**config.mk**
```make
export PLATFORM = sky130hd
export DESIGN_NAME = hex_record_line_encoder
export DESIGN_NICKNAME = d
export VERILOG_FILES = /design/src/hw/rtl/hrle_pkg.sv /design/src/hw/rtl/hrle_track.sv /design/src/hw/rtl/hrle_serial.sv /design/src/hw/rtl/hex_record_line_encoder.sv
export SDC_FILE = /design/constraint.sdc
export NUM_CORES = 1
export LEC_CHECK = 0
export BUFFER_PORTS_ARGS = -buffer_cell sky130_fd_sc_hd__buf_2
export CAP_MARGIN = 40
export CORE_MARGIN = 1
export CORE_UTILIZATION = 40
export CTS_CLUSTER_DIAMETER = 150
export DETAILED_ROUTE_END_ITERATION = 7
export PLACE_DENSITY = 0.58
export SYNTH_ARGS = -nofsm -noshare
export SYNTH_HDL_FRONTEND = slang
export SYNTH_SLANG_ARGS = --single-unit
export TNS_END_PERCENT = 10
```
**constraint.sdc**
```tcl
create_clock -name clk -period 3.9 [get_ports clk]
set_input_delay 1.17 -clock clk [delete_from_list [all_inputs] [get_ports clk]]
set_output_delay 1.17 -clock clk [all_outputs]
set_load 0.01 [all_outputs]
```
**src/hw/rtl/hrle_pkg.sv**
```systemverilog
// Shared types, character codes and hex formatting helpers for the
// hex record line encoder. Used by hrle_track, hrle_serial and the top level.
package hrle_pkg;

	// Request opcode carried on the op field
	typedef enum logic {
		OP_BEGIN = 1'b0,
		OP_DATA  = 1'b1
	} op_t;

	// ASCII codes of the record line
	localparam logic [7:0] CH_COLON = 8'h3A;
	localparam logic [7:0] CH_ZERO  = 8'h30;
	localparam logic [7:0] CH_UPPER_A = 8'h41;
	localparam logic [7:0] CH_NEWLINE = 8'h0A;

	// Character positions inside a begin request (header, then optional close)
	localparam logic [3:0] BEG_COLON    = 4'd0;
	localparam logic [3:0] BEG_CNT_HI   = 4'd1;
	localparam logic [3:0] BEG_CNT_LO   = 4'd2;
	localparam logic [3:0] BEG_AH_HI    = 4'd3;
	localparam logic [3:0] BEG_AH_LO    = 4'd4;
	localparam logic [3:0] BEG_AL_HI    = 4'd5;
	localparam logic [3:0] BEG_AL_LO    = 4'd6;
	localparam logic [3:0] BEG_TYPE_HI  = 4'd7;
	localparam logic [3:0] BEG_TYPE_LO  = 4'd8;
	localparam logic [3:0] BEG_CHK_HI   = 4'd9;
	localparam logic [3:0] BEG_CHK_LO   = 4'd10;
	localparam logic [3:0] BEG_NEWLINE  = 4'd11;

	// Character positions inside a data request
	localparam logic [3:0] DAT_BYTE_HI  = 4'd0;
	localparam logic [3:0] DAT_BYTE_LO  = 4'd1;
	localparam logic [3:0] DAT_CHK_HI   = 4'd2;
	localparam logic [3:0] DAT_CHK_LO   = 4'd3;
	localparam logic [3:0] DAT_NEWLINE  = 4'd4;

	// Everything the serializer needs to spell out one request
	typedef struct packed {
		logic       is_begin;
		logic       close;
		logic [7:0] value;   // byte count for a begin, payload byte for data
		logic [7:0] addr_hi;
		logic [7:0] addr_lo;
		logic [7:0] check;
	} desc_t;

	// Serializer status seen by the top level
	typedef struct packed {
		logic       busy;
		logic [3:0] idx;
	} ser_stat_t;

	function automatic logic [7:0] nibble_char(input logic [3:0] n);
		logic [7:0] r;
		if (n < 4'd10) begin
			r = 8'(CH_ZERO + {4'b0, n});
		end else begin
			r = 8'(CH_UPPER_A + {4'b0, n} - 8'd10);
		end
		return r;
	endfunction

	function automatic logic [3:0] last_idx(input desc_t d);
		logic [3:0] r;
		if (d.is_begin) begin
			r = d.close ? BEG_NEWLINE : BEG_TYPE_LO;
		end else begin
			r = d.close ? DAT_NEWLINE : DAT_BYTE_LO;
		end
		return r;
	endfunction

	function automatic logic [7:0] char_at(input desc_t d, input logic [3:0] idx);
		logic [7:0] c;
		c = CH_NEWLINE;
		if (d.is_begin) begin
			unique case (idx)
				BEG_COLON:   c = CH_COLON;
				BEG_CNT_HI:  c = nibble_char(d.value[7:4]);
				BEG_CNT_LO:  c = nibble_char(d.value[3:0]);
				BEG_AH_HI:   c = nibble_char(d.addr_hi[7:4]);
				BEG_AH_LO:   c = nibble_char(d.addr_hi[3:0]);
				BEG_AL_HI:   c = nibble_char(d.addr_lo[7:4]);
				BEG_AL_LO:   c = nibble_char(d.addr_lo[3:0]);
				BEG_TYPE_HI: c = CH_ZERO;
				BEG_TYPE_LO: c = CH_ZERO;
				BEG_CHK_HI:  c = nibble_char(d.check[7:4]);
				BEG_CHK_LO:  c = nibble_char(d.check[3:0]);
				default:     c = CH_NEWLINE;
			endcase
		end else begin
			unique case (idx)
				DAT_BYTE_HI: c = nibble_char(d.value[7:4]);
				DAT_BYTE_LO: c = nibble_char(d.value[3:0]);
				DAT_CHK_HI:  c = nibble_char(d.check[7:4]);
				DAT_CHK_LO:  c = nibble_char(d.check[3:0]);
				default:     c = CH_NEWLINE;
			endcase
		end
		return c;
	endfunction

endpackage

```
**src/hw/rtl/hrle_track.sv**
```systemverilog
// Record tracking and input register stage of the hex record line encoder.
// Keeps open/bytes-left/checksum state and builds a line descriptor; uses hrle_pkg.
module hrle_track (
	input  logic              clk,
	input  logic              arst_n,
	input  logic              item_valid,
	output logic              item_stall,
	input  logic              op,
	input  logic [15:0]       load_address,
	input  logic [7:0]        byte_count,
	input  logic [7:0]        data_byte,
	input  logic              take,
	output logic              s1_valid,
	output hrle_pkg::desc_t   desc_s1
);

	logic            open_q;
	logic [7:0]      left_q;
	logic [7:0]      sum_q;
	logic            s1_valid_q;
	logic            accept;
	logic            is_begin;
	logic            keep;
	logic [7:0]      sum_new;
	hrle_pkg::desc_t desc_new;

	// Stall while the stage holds a request the serializer has not taken
	assign item_stall = s1_valid_q && !take;
	assign accept     = item_valid && !item_stall;
	assign s1_valid   = s1_valid_q;

	// Build the descriptor and the running checksum
	always_comb begin
		is_begin = (op == hrle_pkg::OP_BEGIN);
		keep     = is_begin || open_q;
		if (is_begin) begin
			sum_new = 8'(byte_count + load_address[15:8] + load_address[7:0]);
		end else begin
			sum_new = 8'(sum_q + data_byte);
		end
		desc_new.is_begin = is_begin;
		desc_new.close    = is_begin ? (byte_count == 8'd0) : (left_q == 8'd1);
		desc_new.value    = is_begin ? byte_count : data_byte;
		desc_new.addr_hi  = load_address[15:8];
		desc_new.addr_lo  = load_address[7:0];
		desc_new.check    = 8'(8'd0 - sum_new);
	end

	// Advance record state on every request that is not dropped
	always_ff @(posedge clk or negedge arst_n) begin
		if (!arst_n) begin
			open_q <= 1'b0;
			left_q <= 8'd0;
			sum_q  <= 8'd0;
		end else if (accept && keep) begin
			if (desc_new.close) begin
				open_q <= 1'b0;
				left_q <= 8'd0;
				sum_q  <= 8'd0;
			end else begin
				open_q <= 1'b1;
				left_q <= is_begin ? byte_count : 8'(left_q - 8'd1);
				sum_q  <= sum_new;
			end
		end
	end

	// Hold the descriptor until the serializer takes it; drop orphan data
	always_ff @(posedge clk or negedge arst_n) begin
		if (!arst_n) begin
			s1_valid_q <= 1'b0;
		end else begin
			if (take) begin
				s1_valid_q <= 1'b0;
			end
			if (accept) begin
				s1_valid_q <= keep;
			end
		end
	end

	always_ff @(posedge clk) begin
		if (accept && keep) begin
			desc_s1 <= desc_new;
		end
	end

endmodule

```
**src/hw/rtl/hrle_serial.sv**
```systemverilog
// Character serializer and output register of the hex record line encoder.
// Walks a descriptor a char per cycle unless stalled; uses hrle_pkg formatting.
module hrle_serial (
	input  logic                clk,
	input  logic                arst_n,
	input  logic                s1_valid,
	input  hrle_pkg::desc_t     desc_s1,
	output logic                take,
	output logic                char_valid,
	input  logic                char_stall,
	output logic [7:0]          out_char,
	output logic                line_end,
	output hrle_pkg::ser_stat_t stat
);

	logic            busy_q;
	logic [3:0]      idx_q;
	hrle_pkg::desc_t desc_q;
	logic            char_valid_q;
	logic            load_out;
	logic            emit;
	logic            at_last;

	// Emit a character whenever the output register is free or draining
	assign load_out   = !char_valid_q || !char_stall;
	assign emit       = busy_q && load_out;
	assign at_last    = (idx_q == hrle_pkg::last_idx(desc_q));
	assign take       = s1_valid && (!busy_q || (emit && at_last));
	assign char_valid = char_valid_q;
	assign stat.busy  = busy_q;
	assign stat.idx   = idx_q;

	// Advance through the characters of the current request
	always_ff @(posedge clk or negedge arst_n) begin
		if (!arst_n) begin
			busy_q <= 1'b0;
			idx_q  <= 4'd0;
		end else if (take) begin
			busy_q <= 1'b1;
			idx_q  <= 4'd0;
		end else if (emit && at_last) begin
			busy_q <= 1'b0;
		end else if (emit) begin
			idx_q <= 4'(idx_q + 4'd1);
		end
	end

	always_ff @(posedge clk) begin
		if (take) begin
			desc_q <= desc_s1;
		end
	end

	// Output register valid
	always_ff @(posedge clk or negedge arst_n) begin
		if (!arst_n) begin
			char_valid_q <= 1'b0;
		end else if (emit) begin
			char_valid_q <= 1'b1;
		end else if (!char_stall) begin
			char_valid_q <= 1'b0;
		end
	end

	// Output register payload
	always_ff @(posedge clk) begin
		if (emit) begin
			out_char <= hrle_pkg::char_at(desc_q, idx_q);
			line_end <= at_last && desc_q.close;
		end
	end

endmodule

```
**src/hw/rtl/hex_record_line_encoder.sv**
```systemverilog
// Hex record line encoder top level: type 00 records as ASCII characters.
// A request passes the input register, the serializer descriptor register and
// the output register. One character per cycle while char_stall is low; a data
// request spells 2 characters (5 when it closes the line), a begin request 9
// (12 for a zero count). The input stage holds one request behind the serializer.
// Reset clears the open record, checksum and all valid flags; payload is not reset.
module hex_record_line_encoder (
	input  logic        clk,
	input  logic        arst_n,
	input  logic        item_valid,
	output logic        item_stall,
	input  logic        op,
	input  logic [15:0] load_address,
	input  logic [7:0]  byte_count,
	input  logic [7:0]  data_byte,
	output logic        char_valid,
	input  logic        char_stall,
	output logic [7:0]  out_char,
	output logic        line_end
);

	logic                s1_valid;
	logic                take;
	hrle_pkg::desc_t     desc_s1;
	hrle_pkg::ser_stat_t stat;

	// Record state and input stage
	hrle_track u_track (
		.clk          (clk),
		.arst_n       (arst_n),
		.item_valid   (item_valid),
		.item_stall   (item_stall),
		.op           (op),
		.load_address (load_address),
		.byte_count   (byte_count),
		.data_byte    (data_byte),
		.take         (take),
		.s1_valid     (s1_valid),
		.desc_s1      (desc_s1)
	);

	// Character serializer and output register
	hrle_serial u_serial (
		.clk        (clk),
		.arst_n     (arst_n),
		.s1_valid   (s1_valid),
		.desc_s1    (desc_s1),
		.take       (take),
		.char_valid (char_valid),
		.char_stall (char_stall),
		.out_char   (out_char),
		.line_end   (line_end),
		.stat       (stat)
	);

	// The closing mark rides only on a newline
	a_line_end_newline: assert property (@(posedge clk) disable iff (!arst_n)
		char_valid && line_end |-> out_char == hrle_pkg::CH_NEWLINE)
		else $error("line_end set on a character other than newline");

	// The character index never runs past the longest line
	a_idx_range: assert property (@(posedge clk) disable iff (!arst_n)
		stat.busy |-> stat.idx <= hrle_pkg::BEG_NEWLINE)
		else $error("serializer index out of range");

	// An idle serializer picks up a waiting request at once
	a_handoff: assert property (@(posedge clk) disable iff (!arst_n)
		s1_valid && !stat.busy |-> take)
		else $error("waiting request not handed to idle serializer");

	// A stall on the input side always has a request waiting behind it
	a_stall_cause: assert property (@(posedge clk) disable iff (!arst_n)
		item_stall |-> s1_valid && stat.busy)
		else $error("input stalled with nothing pending");

endmodule

```
==> reports/results.ini <==
[outcome]
outcome = complete, no violations

[critical_path]
critPathMaxFanout = 4
cp-start-kind = input port
max_stage_delay_ns = 0.50
arrival_ns = 3.65
crit_path_end_kind = flop
cp.required_ns = 4.00
path_cells = buf_2, inv_1, fa_1, inv_1, ha_1, fa_1, nand3_1, nand2_1, a221o_1, nor2_1, nand4b_1, xor2_1
critical_path_class = input port to flop
cpMaxStageDelayCell = fa_1

[route]
drt_drc_violations_left = 0
postRouteWirelength_mm = 15.16
met1_length_mm = 6.548
vias_per_cell = 5.681
avgRoutedWirePerCell_um = 18.70
met2_length_mm = 7.402
drtPass1Iterations = 5
via_count = 4607
drtIter0Drc = 326
ant_nets = 0
met3_length_um = 721
routed.top_layer = met4

[place]
dp_hpwl_mm = 11.76
pre_cts_slack_ns = -0.01556
gp_congestion = 0.9198
io_buffers = 46

[die]
rows = 44
die_w_um = 124.1
io_pins = 48
die-area_um2 = 15390
core_um2 = 14530
die-height_um = 124.1
start_util = 0.4100

[timing]
min_period_ns = 3.546
rsz0062_at_grt = false
tns_ns = 0
finalHoldViolCount = 0
slew_viol_final = 0
finClkSkew_ns = 0.01007
finalHoldWorstSlack_ns = 0.4199
max_slew.worst_pin.slew_ns = 0.8266
clock.fmax_mhz = 282.0
slew_headroom = 0.4439
fin_crit_sh = 0.9093
fin_ws_ns = 0.3536
setup_viol = 0

[final_layout]
area_delta_synth_final_pct = 13.02
nNetsFinal = 698
antenna_cells = 0
multi_input_area_um2 = 2846
seqCellArea_um2 = 2883
num-fill-cells = 1388
drive_above_1_share = 0.1404

[synthesis]
yosysTopAreaCellShare = 0.3830
synth_top_family_by_area = compound AO/OA/AOI/OAI gates
synth-compound-area-share = 0.1594
synthTopCellsByArea = edfxtp_1 38%, dfrtp_1 10%, ha_1 6.3%, o21ai_0 4.6%, xnor2_1 3.1%
synthAdderAreaFrac = 0.09322
ys_async_sr_fraction = 0.2400
syn_nets = 646
synth_ff_type = edfxtp_1
synth.area.mux_share = 0.02876
yosys_register_bits = 100
synth-xor-area-share = 0.04262
ys_types = 61
synth_edf_count = 76
synth_top_cell_by_area = edfxtp_1
syn_area_per_cell_um2 = 10.46
syn-cell-area_um2 = 5959
yosysSeqAreaShare = 0.4837
yosys_warnings = 0
synthCells = 570
synth-simple-area-share = 0.1531

[clock_tree]
cts_resized = 0
holdBufCountCts = 0
clkTransAtPathRegs_ns = 0.08
clockBufferDepth = 2
cts_tree = done
post-cts-setup-buffers = 0
cts_buffers = 9
cts_htree_levels = 3
root_buffer = clkbuf_16
worstSkewPairLatency_ns = 0.35
numClockSinks = 100

[global_routing]
grt_util_all_layers = 0.2130
grt_pass1_wl_mm = 24.06
grt_max_degree = 39
antenna_found_initial = 0
grt_pass1_vias = 4535
grt-ovfl-total = 0

[hold_path]
hold_path_class = flop to flop

[power_and_ir_drop]
p_per_area_nw_per_um2 = 649.9
p_leak_nw = 2.621
total_power_w = 0.004377
vdd_drop_max_uv = 241.7

[job]
drv_cap = 0

layout by cell type (no fill, tap or decap), types with 7 or more instances in the layout:
cell type / count
xor2_1: 8
buf_4: 12
o21ai_0: 55
mux2_2: 9
nand2_1: 46
ha_1: 30
o22ai_1: 15
dfrtp_1: 24
nor2b_1: 13
clkbuf_16: 9
a31oi_1: 10
nand4_1: 8
a211oi_1: 9
fa_1: 9
mux2i_1: 7
a21oi_1: 24
nand2b_1: 16
nand3_1: 16
buf_2: 46
inv_1: 39
nor2_1: 25
xnor2_1: 21
nor3_1: 18
edfxtp_1: 76
layout make-up:
cell class,count,share of cell area
clock inverters,6,0.009289
flip-flops and latches,100,0.4280
repair buffers,58,0.04756
clock buffers,10,0.03548
multi-input cells,412,0.4226
well taps,184,0.03418
inverters,41,0.02285
sequential cells by signal (all words and copies together) (netlist names):
signal / count
u_track.open_q: 1
u_serial.line_end: 1
u_track.s1_valid: 1
u_track.desc_s1: 34
u_serial.busy_q: 1
u_track.sum_q: 8
u_serial.idx_q: 4
u_serial.char_valid: 1
u_track.left_q: 8
u_serial.out_char: 7
u_serial.desc_q: 34
worst paths after layout:
path,slack (ns),cells past startpoint,startpoint,to
setup / recovery,0.35,12,byte_count[1],u_track.desc_s1[7]$_DFFE_PP_
hold / removal,0.42,0,u_track.desc_s1[2]$_DFFE_PP_,u_serial.desc_q[2]$_DFFE_PP_
setup reg to reg,0.88,8,u_serial.desc_q[33]$_DFFE_PP_,u_track.desc_s1[15]$_DFFE_PP_
hold reg to reg,0.42,0,u_track.desc_s1[2]$_DFFE_PP_,u_serial.desc_q[2]$_DFFE_PP_
max in group asynchronous,2.66,1,arst_n,u_track.sum_q[0]$_DFFE_PN0P_
min in group asynchronous,0.83,1,arst_n,u_serial.idx_q[1]$_DFFE_PN0P_
layer usage:
layer,vias up,track usage
li1,2224,-
met1,2185,0.2636
met2,164,0.3591
met3,34,0.03938
met4,0,0.09747
met5,-,0
critical path: cells and delay by family:
kind                     cells  cell delay, ns
AO/OA/AOI/OAI                1            0.32
XOR/XNOR                     1            0.20
AND/OR/NAND/NOR              4            0.59
adder cells (fa/ha/maj)      3            1.14
buffers and inverters        3            0.23
power by group:
group	internal, W	switching, W	leakage [nW]
Sequential	0.00150	0.000187	0.982
Clock	0.000467	0.000417	0.148
Combinational	0.000698	0.00110	1.49
per-stage QoR:
stage,instances,cell area (um^2),utilization
2_1_floorplan,570,5959,-
3_3_place_gp,795,6434,0.4427
3_5_place_dp,795,6434,0.4427
4_1_cts,811,6735,0.4634
5_1_grt,811,6735,0.4634
6_report,811,6735,0.4634
cell families after synthesis:
family	Yosys count
multiplexers	16
adder cells (fa/ha/maj)	39
flip-flops	100
XOR/XNOR	29
buffers and inverters	58
AND/OR/NAND/NOR	174
AO/OA/AOI/OAI	153
other	1
cell usage after synthesis, drive strengths merged, types with 8 or more instances:
library cell and instances:
nand4 8, o22ai 15, nand2b 16, ha 30, inv 40, o21ai 55
buf 8, nand2 46, fa 9, a21oi 25, nor2 25, nor2b 13
mux2 9, a31oi 10, nor3 18, clkbuf 9, edfxtp 76, xor2 8
dfrtp 24, a211oi 9, xnor2 21, nand3 16
Power figures use the tool's default switching activity.
